`config.mk`:
```
export PLATFORM = sky130hd
export DESIGN_NAME = int_to_ascii_digits
export DESIGN_NICKNAME = d
export VERILOG_FILES = /design/src/rtl/core/itoad_pkg.sv /design/src/rtl/core/itoad_bin2bcd.sv /design/src/rtl/core/int_to_ascii_digits.sv
export SDC_FILE = /design/constraint.sdc
export NUM_CORES = 1
export LEC_CHECK = 0
export ABC_CLOCK_PERIOD_IN_PS = 7300
export BUFFER_PORTS_ARGS = -buffer_cell sky130_fd_sc_hd__buf_2
export CAP_MARGIN = 20
export CORE_MARGIN = 3
export CORE_UTILIZATION = 39
export CTS_CLUSTER_DIAMETER = 200
export DETAILED_ROUTE_END_ITERATION = 10
export MAX_ROUTING_LAYER = met4
export PLACE_DENSITY_LB_ADDON = 0.25
export SETUP_SLACK_MARGIN = 0.4
export SLEW_MARGIN = 10
export SYNTH_ARGS = -nofsm -noshare
export SYNTH_HDL_FRONTEND = slang
export SYNTH_HIERARCHICAL = 1
export SYNTH_SLANG_ARGS = --single-unit
```
`constraint.sdc`:
```
create_clock -name clk -period 7.3 [get_ports clk]
set_input_delay 0.73 -clock clk [delete_from_list [all_inputs] [get_ports clk]]
set_output_delay 0.73 -clock clk [all_outputs]
set_load 0.005 [all_outputs]
```
`src/rtl/core/itoad_pkg.sv`:
```
package itoad_pkg;

    localparam int DIGIT_W    = 4;
    localparam int NUM_DIGITS = 10;
    localparam int BCD_W      = DIGIT_W * NUM_DIGITS;
    localparam int MAG_W      = 31;
    localparam int CNT_W      = 5;
    localparam int REM_W      = 4;

    localparam logic [7:0] ASCII_ZERO   = 8'h30;
    localparam logic [7:0] ASCII_LETTER = 8'h37;
    localparam logic [7:0] ERR_CHAR     = 8'h00;

    typedef enum logic [1:0] {
        ST_IDLE,
        ST_CONV,
        ST_SKIP,
        ST_EMIT
    } itoad_state_t;

    typedef struct packed {
        logic conv_start;
        logic dig_load;
        logic dig_shift;
        logic out_load;
    } itoad_ctrl_t;

    function automatic logic [7:0] digit_to_ascii(input logic [DIGIT_W-1:0] d);
        logic [7:0] d8;
        d8 = {{(8-DIGIT_W){1'b0}}, d};
        if (d < DIGIT_W'(10))
            return ASCII_ZERO + d8;
        return ASCII_LETTER + d8;
    endfunction

endpackage

```
`src/rtl/core/itoad_bin2bcd.sv`:
```
module itoad_bin2bcd (
    input  logic                       clk,
    input  logic                       rst_n,
    input  logic                       start,
    input  logic                       hex_mode,
    input  logic [itoad_pkg::MAG_W-1:0] magnitude,
    output logic                       done,
    output logic [itoad_pkg::BCD_W-1:0] digits
);
    import itoad_pkg::*;

    logic               busy_reg, busy_next;
    logic               done_reg, done_next;
    logic [CNT_W-1:0]   cnt_reg, cnt_next;
    logic [MAG_W-1:0]   bin_reg, bin_next;
    logic [BCD_W-1:0]   bcd_reg, bcd_next;
    logic [BCD_W-1:0]   bcd_adj;

    // add-3 correction per digit lane
    always_comb
    begin
        for (int i = 0; i < NUM_DIGITS; i++)
        begin
            if (bcd_reg[i*DIGIT_W +: DIGIT_W] >= DIGIT_W'(5))
                bcd_adj[i*DIGIT_W +: DIGIT_W] = bcd_reg[i*DIGIT_W +: DIGIT_W] + DIGIT_W'(3);
            else
                bcd_adj[i*DIGIT_W +: DIGIT_W] = bcd_reg[i*DIGIT_W +: DIGIT_W];
        end
    end

    always_comb
    begin
        busy_next = busy_reg;
        done_next = 1'b0;
        cnt_next  = cnt_reg;
        bin_next  = bin_reg;
        bcd_next  = bcd_reg;
        if (start)
        begin
            cnt_next = '0;
            if (hex_mode)
            begin
                bcd_next  = {{(BCD_W-MAG_W){1'b0}}, magnitude};
                done_next = 1'b1;
            end
            else
            begin
                bcd_next  = '0;
                bin_next  = magnitude;
                busy_next = 1'b1;
            end
        end
        else if (busy_reg)
        begin
            bcd_next = {bcd_adj[BCD_W-2:0], bin_reg[MAG_W-1]};
            bin_next = {bin_reg[MAG_W-2:0], 1'b0};
            cnt_next = cnt_reg + CNT_W'(1);
            if (cnt_reg == CNT_W'(MAG_W - 1))
            begin
                busy_next = 1'b0;
                done_next = 1'b1;
            end
        end
    end

    always_ff @(posedge clk or negedge rst_n)
    begin
        if (!rst_n)
        begin
            busy_reg <= 1'b0;
            done_reg <= 1'b0;
            cnt_reg  <= '0;
        end
        else
        begin
            busy_reg <= busy_next;
            done_reg <= done_next;
            cnt_reg  <= cnt_next;
        end
    end

    always_ff @(posedge clk)
    begin
        bin_reg <= bin_next;
        bcd_reg <= bcd_next;
    end

    assign done   = done_reg;
    assign digits = bcd_reg;

endmodule

```
`src/rtl/core/int_to_ascii_digits.sv`:
```
// Channel | Handshake            | Payload
// --------+----------------------+-------------------------------------
// input   | in_valid / in_ready  | value[31:0] signed
// output  | out_valid / out_ready| char_code[7:0], last_char, neg_error
// config  | cfg_we               | cfg_wdata (hex_mode)
//
// Decimal: shift-add-3 over ten BCD lanes; hex: the magnitude is loaded directly.
// Then SKIP drops each suppressed leading zero (up to 9) and EMIT sends each digit.
// Negative input is answered by a single error transaction, valid in the cycle after accept.
// Reset clears control state; out_ready low holds the current character.
module int_to_ascii_digits (
    input  logic        clk,
    input  logic        rst_n,
    input  logic        cfg_we,
    input  logic        cfg_wdata,
    input  logic        in_valid,
    output logic        in_ready,
    input  logic signed [31:0] value,
    output logic        out_valid,
    input  logic        out_ready,
    output logic [7:0]  char_code,
    output logic        last_char,
    output logic        neg_error
);
    import itoad_pkg::*;

    itoad_state_t       state_reg, state_next;
    itoad_ctrl_t        ctrl;
    logic               hex_mode_reg;
    logic [BCD_W-1:0]   dig_reg, dig_next;
    logic [REM_W-1:0]   rem_reg, rem_next;
    logic               out_valid_reg, out_valid_next;
    logic [7:0]         char_reg, char_next;
    logic               last_reg, last_next;
    logic               err_reg, err_next;
    logic               conv_done;
    logic [BCD_W-1:0]   conv_digits;
    logic               out_free;
    logic               in_fire;
    logic               is_neg;
    logic [DIGIT_W-1:0] top_digit;
    logic               last_digit;

    assign out_free   = !out_valid_reg || out_ready;
    assign in_ready   = (state_reg == ST_IDLE) && out_free;
    assign in_fire    = in_valid && in_ready;
    assign is_neg     = value[31];
    assign top_digit  = dig_reg[BCD_W-1 -: DIGIT_W];
    assign last_digit = (rem_reg == REM_W'(1));

    itoad_bin2bcd u_bin2bcd (
        .clk       (clk),
        .rst_n     (rst_n),
        .start     (ctrl.conv_start),
        .hex_mode  (hex_mode_reg),
        .magnitude (value[MAG_W-1:0]),
        .done      (conv_done),
        .digits    (conv_digits)
    );

    always_comb
    begin
        state_next = state_reg;
        unique case (state_reg)
            ST_IDLE:
                if (in_fire && !is_neg)
                    state_next = ST_CONV;
            ST_CONV:
                if (conv_done)
                    state_next = ST_SKIP;
            ST_SKIP:
                if (top_digit != '0 || last_digit)
                    state_next = ST_EMIT;
            ST_EMIT:
                if (out_free && last_digit)
                    state_next = ST_IDLE;
            default:
                state_next = ST_IDLE;
        endcase
    end

    always_comb
    begin
        ctrl = '0;
        unique case (state_reg)
            ST_IDLE:
            begin
                ctrl.conv_start = in_fire && !is_neg;
                ctrl.out_load   = in_fire && is_neg;
            end
            ST_CONV:
                ctrl.dig_load = conv_done;
            ST_SKIP:
                ctrl.dig_shift = (top_digit == '0) && !last_digit;
            ST_EMIT:
            begin
                ctrl.out_load  = out_free;
                ctrl.dig_shift = out_free;
            end
            default:
                ctrl = '0;
        endcase
    end

    always_comb
    begin
        dig_next = dig_reg;
        rem_next = rem_reg;
        if (ctrl.dig_load)
        begin
            dig_next = conv_digits;
            rem_next = REM_W'(NUM_DIGITS);
        end
        else if (ctrl.dig_shift)
        begin
            dig_next = {dig_reg[BCD_W-DIGIT_W-1:0], {DIGIT_W{1'b0}}};
            rem_next = rem_reg - REM_W'(1);
        end
    end

    always_comb
    begin
        out_valid_next = out_valid_reg;
        char_next      = char_reg;
        last_next      = last_reg;
        err_next       = err_reg;
        if (ctrl.out_load)
        begin
            out_valid_next = 1'b1;
            if (state_reg == ST_IDLE)
            begin
                char_next = ERR_CHAR;
                last_next = 1'b1;
                err_next  = 1'b1;
            end
            else
            begin
                char_next = digit_to_ascii(top_digit);
                last_next = last_digit;
                err_next  = 1'b0;
            end
        end
        else if (out_ready)
        begin
            out_valid_next = 1'b0;
        end
    end

    always_ff @(posedge clk or negedge rst_n)
    begin
        if (!rst_n)
        begin
            state_reg     <= ST_IDLE;
            hex_mode_reg  <= 1'b0;
            rem_reg       <= '0;
            out_valid_reg <= 1'b0;
        end
        else
        begin
            state_reg     <= state_next;
            rem_reg       <= rem_next;
            out_valid_reg <= out_valid_next;
            if (cfg_we)
                hex_mode_reg <= cfg_wdata;
        end
    end

    always_ff @(posedge clk)
    begin
        dig_reg  <= dig_next;
        char_reg <= char_next;
        last_reg <= last_next;
        err_reg  <= err_next;
    end

    assign out_valid = out_valid_reg;
    assign char_code = char_reg;
    assign last_char = last_reg;
    assign neg_error = err_reg;

`ifndef NO_ASSERTIONS
    a_err_shape: assert property (@(posedge clk) disable iff (!rst_n)
        out_valid && neg_error |-> last_char && char_code == ERR_CHAR)
        else $error("error transaction malformed");

    a_digit_range: assert property (@(posedge clk) disable iff (!rst_n)
        out_valid && !neg_error |->
            (char_code >= 8'h30 && char_code <= 8'h39) ||
            (char_code >= 8'h41 && char_code <= 8'h46))
        else $error("character is not a digit");

    a_done_in_conv: assert property (@(posedge clk) disable iff (!rst_n)
        conv_done |-> state_reg == ST_CONV)
        else $error("conversion done outside CONV");

    a_emit_remaining: assert property (@(posedge clk) disable iff (!rst_n)
        (state_reg == ST_EMIT || state_reg == ST_SKIP) |-> rem_reg != '0)
        else $error("digit count underflow");
`endif

endmodule

```
[Word-level counts from Yosys, hierarchy flattened]
Index checks and enable logic that the tools add are counted.
Operators by class
  reductions and logical operators: 19
  multiplexer cells: 47
  $lt $le $gt $ge: 11
  add/subtract/negate cells: 14
  equal/unequal tests: 10
Operator list (count)
  2-to-1 mux 40 bit: 4
  2-to-1 mux 31 bit: 4
  2-to-1 mux 4 bit: 11
  >= comparator 4 x 3 -> 1 bit, second input constant: 10
  adder 4 x 2 -> 4 bit, second input constant: 9
  2-to-1 mux 1 bit: 16
  2-to-1 mux 8 bit: 2
  adder 6 x 4 -> 7 bit, first input constant: 2
  2-to-1 mux 5 bit: 2
  2-to-1 mux 2 bit: 4
  one-hot mux 2 bit (4 select lines): 1
  logical AND 1 bit: 6
  != test 2 bit, second input constant: 3
  nonzero test 2 bit: 3
  adder 5 x 1 -> 5 bit, second input constant: 1
  == test 5 bit, second input constant: 1
  == test 2 bit, second input constant: 2
  == test 4 x 1 -> 1 bit, second input constant: 1
  logical NOT 4 bit: 1
  less-than comparator 4 bit, second input constant: 1
  != test 2 x 1 -> 1 bit, second input constant: 2
  one-hot mux 1 bit (2 select lines): 2
  AND reduction 4 bit: 1
  nonzero test 4 bit: 1
  8 further kinds: 11
Storage, ports and cells
  input port bits: 38
  output and inout port bits: 12
  register bits: 136

[Logic depth before layout (Yosys ltp)]
  depth after elaboration: 8
  gate-level depth with buffers: 11
  gate-level depth less buffers: 7

[By module]
The synthesis kept the hierarchy.
By module, submodules not included
  itoad_bin2bcd: sequential area each 2307.2 um^2, times used 1, cells each 397, area an instance 4466.8 um^2
  int_to_ascii_digits: sequential area each 1671.6 um^2, times used 1, cells each 171, area an instance 2621.3 um^2

[Least setup slack after synthesis]
OpenSTA, ideal clock, no wires.
  path kind: register -> register
  from: register state_reg[0]
  to: register u_bin2bcd.bin_reg[0], enable pin
  arrival: 3831 ps
  stages on the path, launching flop included: 10
  path slack: 3007 ps
  clock period less this slack: 4293 ps
  cells stage by stage: dfrtp_1 -> inv_1 -> ha_1 -> clkbuf_1 -> nand2_1 -> nor2_1 -> buf_4 -> clkinv_1 -> buf_2 -> o21ai_0
RTL lines
  start: declaration: line int_to_ascii_digits.sv:27  | itoad_state_t state_reg, state_next;
  start signal: assignment: line int_to_ascii_digits.sv:160  | state_reg <= state_next;
  end signal: assignment: line itoad_bin2bcd.sv:84  | bin_reg <= bin_next;
  end: declaration: line itoad_bin2bcd.sv:15  | logic [MAG_W-1:0] bin_reg, bin_next;

==> impl_metrics.py <==
metrics = {
    "clocking": {
        "clkLatencyLatePin_ns": 0.41,
        "cts_tree": "done",
        "clockRootBuffer": "clkbuf_16",
        "cts_hold_buf": 0,
        "clock-sinks": 135,
        "cts_buffers": 17,
        "cts_buffer_depth": 2,
        "post_cts_buffers": 0,
        "cts_resized": 0,
        "clkTransAtPathRegs_ns": 0.06,
        "cts_max_level": 4,
    },
    "power": {
        "p_leak_uw": 0.00260,
        "pwr_density_cell_nw_per_um2": 217,
        "ir_worst_vdd_mv": 0.138,
    },
    "worst_setup_path": {
        "critical_path_arrival_ns": 3.68,
        "cp_slowest_cell": "clkinv_1",
        "cp.required_ns": 7.35,
        "end_kind": "register",
        "crit_chain": "inv_1 -> ha_1 -> nand2_1 -> nor2_4 -> buf_4 -> clkinv_1 -> nand2_1 -> buf_4",
        "critPathLaunchType": "register",
        "criticalPathCategory": "register to register",
        "max_stage_delay_ns": 0.67,
        "path_max_fanout": 50,
    },
    "detailed_routing": {
        "dr.pass1.iters": 4,
        "drc_errors": 0,
        "drt_wl_total_um": 13500,
        "vias_per_cell": 5.41,
        "vias": 4630,
        "drt_iter0_drc": 363,
        "wl_per_cell_um": 15.8,
        "ant_nets": 0,
    },
    "logic_synthesis": {
        "yosysWarnings": 6,
        "synth_area_um2": 7090,
        "syn_inst": 568,
        "syn_avg_cell_area_um2": 12.5,
        "async_flop_share_pct": 11.1,
        "ys_seq_area_share_pct": 56.1,
        "synth_cell_types": 49,
        "synthFlopType": "edfxtp_1",
        "synth_edf_count": 120,
        "syn_nets": 637,
        "ys_ff_latch": 135,
    },
    "global_route": {
        "grt_overflow": 0,
        "gr-usage-met1_pct": 18.3,
        "globalRouteMet3Util_pct": 3.26,
        "grt_pass1_vias": 4668,
        "groute.usage.overall_pct": 14.6,
        "grt.busiest_layer": "met2",
        "use_met2_pct": 23.1,
        "grt_max_degree": 70,
        "antenna_found_initial": 0,
        "grt_pass1_wl_um": 22600,
    },
    "hold_path": {
        "hp-class": "input pin to async pin",
    },
    "timing": {
        "relSlewSlack_pct": 52.7,
        "slew_violations": 0,
        "min_period_over_period_pct": 49.8,
        "setup_viol": 0,
        "rsz0062_at_grt": "no",
        "fmax_mhz": 275,
        "hold_viol": 0,
        "hold_ws_ns": 0.218,
        "finClkSkew_ns": 0.00615,
        "worstMarginPinSlew_ns": 0.708,
        "fin_ws_ns": 3.67,
        "tns_ns": 0,
        "finalCriticalPeriod_ns": 3.63,
    },
    "run": {
        "max-cap-violations": 0,
    },
    "die": {
        "rows": 48,
        "ios": 50,
        "design.die.area_um2": 19800,
        "start_util_pct": 40.4,
        "die_y_um": 141,
        "fp.dieW_um": 141,
        "coreArea_um2": 17500,
    },
    "finish": {
        "diodes": 0,
        "drive_gt1_share_pct": 27.4,
        "fin_util_pct": 46.5,
        "fin_nets": 687,
        "area_growth_pct": 15.0,
    },
    "place": {
        "gp_congestion": 0.823,
        "numPortBuffers": 48,
        "hpwl_um": 9010,
        "dpl_worst_slack_ns": 3.56,
    },
    "outcome": {
        "status": "finished, final reports clean",
    },
}
## logic make-up after synthesis
group	Yosys count	synth area share [%]
simple gates	171	12.7
other cells	1	0.0529
buf+inv	58	4.06
flops	135	56.1
xor+xnor	7	0.865
fa+ha+maj	31	5.47
compound gates	92	9.09
mux	73	11.6
## synth_stat cells, drive strengths merged, types with 6 or more instances
library cell | n | area, um^2
or4 | 7 | 52.6
o211ai | 6 | 45.0
buf | 19 | 141
nor2 | 29 | 109
nor2b | 9 | 56.3
dfrtp | 15 | 375
a21oi | 20 | 104
o31ai | 6 | 45.0
edfxtp | 120 | 3600
a2111o | 8 | 90.1
mux2 | 72 | 815
nor3b | 7 | 52.6
and3 | 7 | 43.8
inv | 33 | 124
nand2b | 11 | 68.8
o21ai | 29 | 171
ha | 31 | 388
nand3 | 50 | 255
nand2 | 30 | 113
a211oi | 8 | 60.1
## power breakdown
part	switching [uW]	internal [uW]
sequential	1.49	830
combinational	13.0	8.67
clock	319	600
## stage by stage
stage | area (um^2) | total power [uW] | std cells
CTS | 8150 | 1790 | 856
global route | 8150 | 1830 | 856
global placement | 7510 | 869 | 824
floorplan | 7090 | 852 | 568
detailed placement | 7510 | 870 | 824
finish | 8150 | 1770 | 856
## layout by cell type (no fill, tap or decap), types with 6 or more instances in the layout
cell type | synthesis | layout
clkbuf_16 | 0 | 17
o31ai_1 | 6 | 6
ha_1 | 31 | 31
nand3_1 | 49 | 49
and3_1 | 7 | 7
a21oi_1 | 19 | 19
buf_4 | 6 | 7
inv_1 | 33 | 33
nor2b_1 | 9 | 9
nand2b_1 | 11 | 11
nor3b_1 | 7 | 7
nor2_1 | 29 | 28
o21ai_2 | 7 | 8
dfrtp_1 | 15 | 15
mux2_2 | 71 | 71
edfxtp_1 | 120 | 120
o21ai_0 | 21 | 20
buf_2 | 8 | 48
nand2_1 | 30 | 30
o211ai_1 | 6 | 6
or4_1 | 7 | 7
a2111o_1 | 8 | 8
a211oi_1 | 8 | 8
## worst paths after layout
kind / endpoint / start / slack (ns) / depth (start not counted)
worst max register to register: u_bin2bcd/digits[28] / state_reg[0] / 3.67 / 8
worst min-delay path: out_valid / rst_n / 0.22 / 1
max in group asynchronous: rem_reg[0] / rst_n / 6.82 / 1
min in group clk: u_bin2bcd/bin_reg[14] / u_bin2bcd/bin_reg[13] / 0.54 / 1
worst min register to register: u_bin2bcd/bin_reg[14] / u_bin2bcd/bin_reg[13] / 0.54 / 1
worst max-delay path: u_bin2bcd/digits[28] / state_reg[0] / 3.67 / 8
## layer usage
| metal | vias to the layer above | wire length (um) |
|---|---|---|
| met5 | - | 0 |
| met4 | 0 | 195 |
| met3 | 20 | 501 |
| met2 | 91 | 6660 |
| met1 | 2283 | 6170 |
| li1 | 2236 | - |
## worst max-delay path: cells and delay by family, from the launching register on
kind,cells,cell delay (ns)
buffers and inverters,4,1.75
and+or+nand+nor,3,0.71
DFF,1,0.40
adders and majority gates,1,0.37
## final cells by class
cell class | instances | area (um^2)
inverter | 34 | 128
tap | 225 | 282
clock inverter | 15 | 209
sequential | 135 | 3980
timing repair buffer | 55 | 293
clock buffer | 17 | 425
multi-input combinational | 375 | 2840
fill | 1585 | 9380
Power figures use the tool's default switching activity.
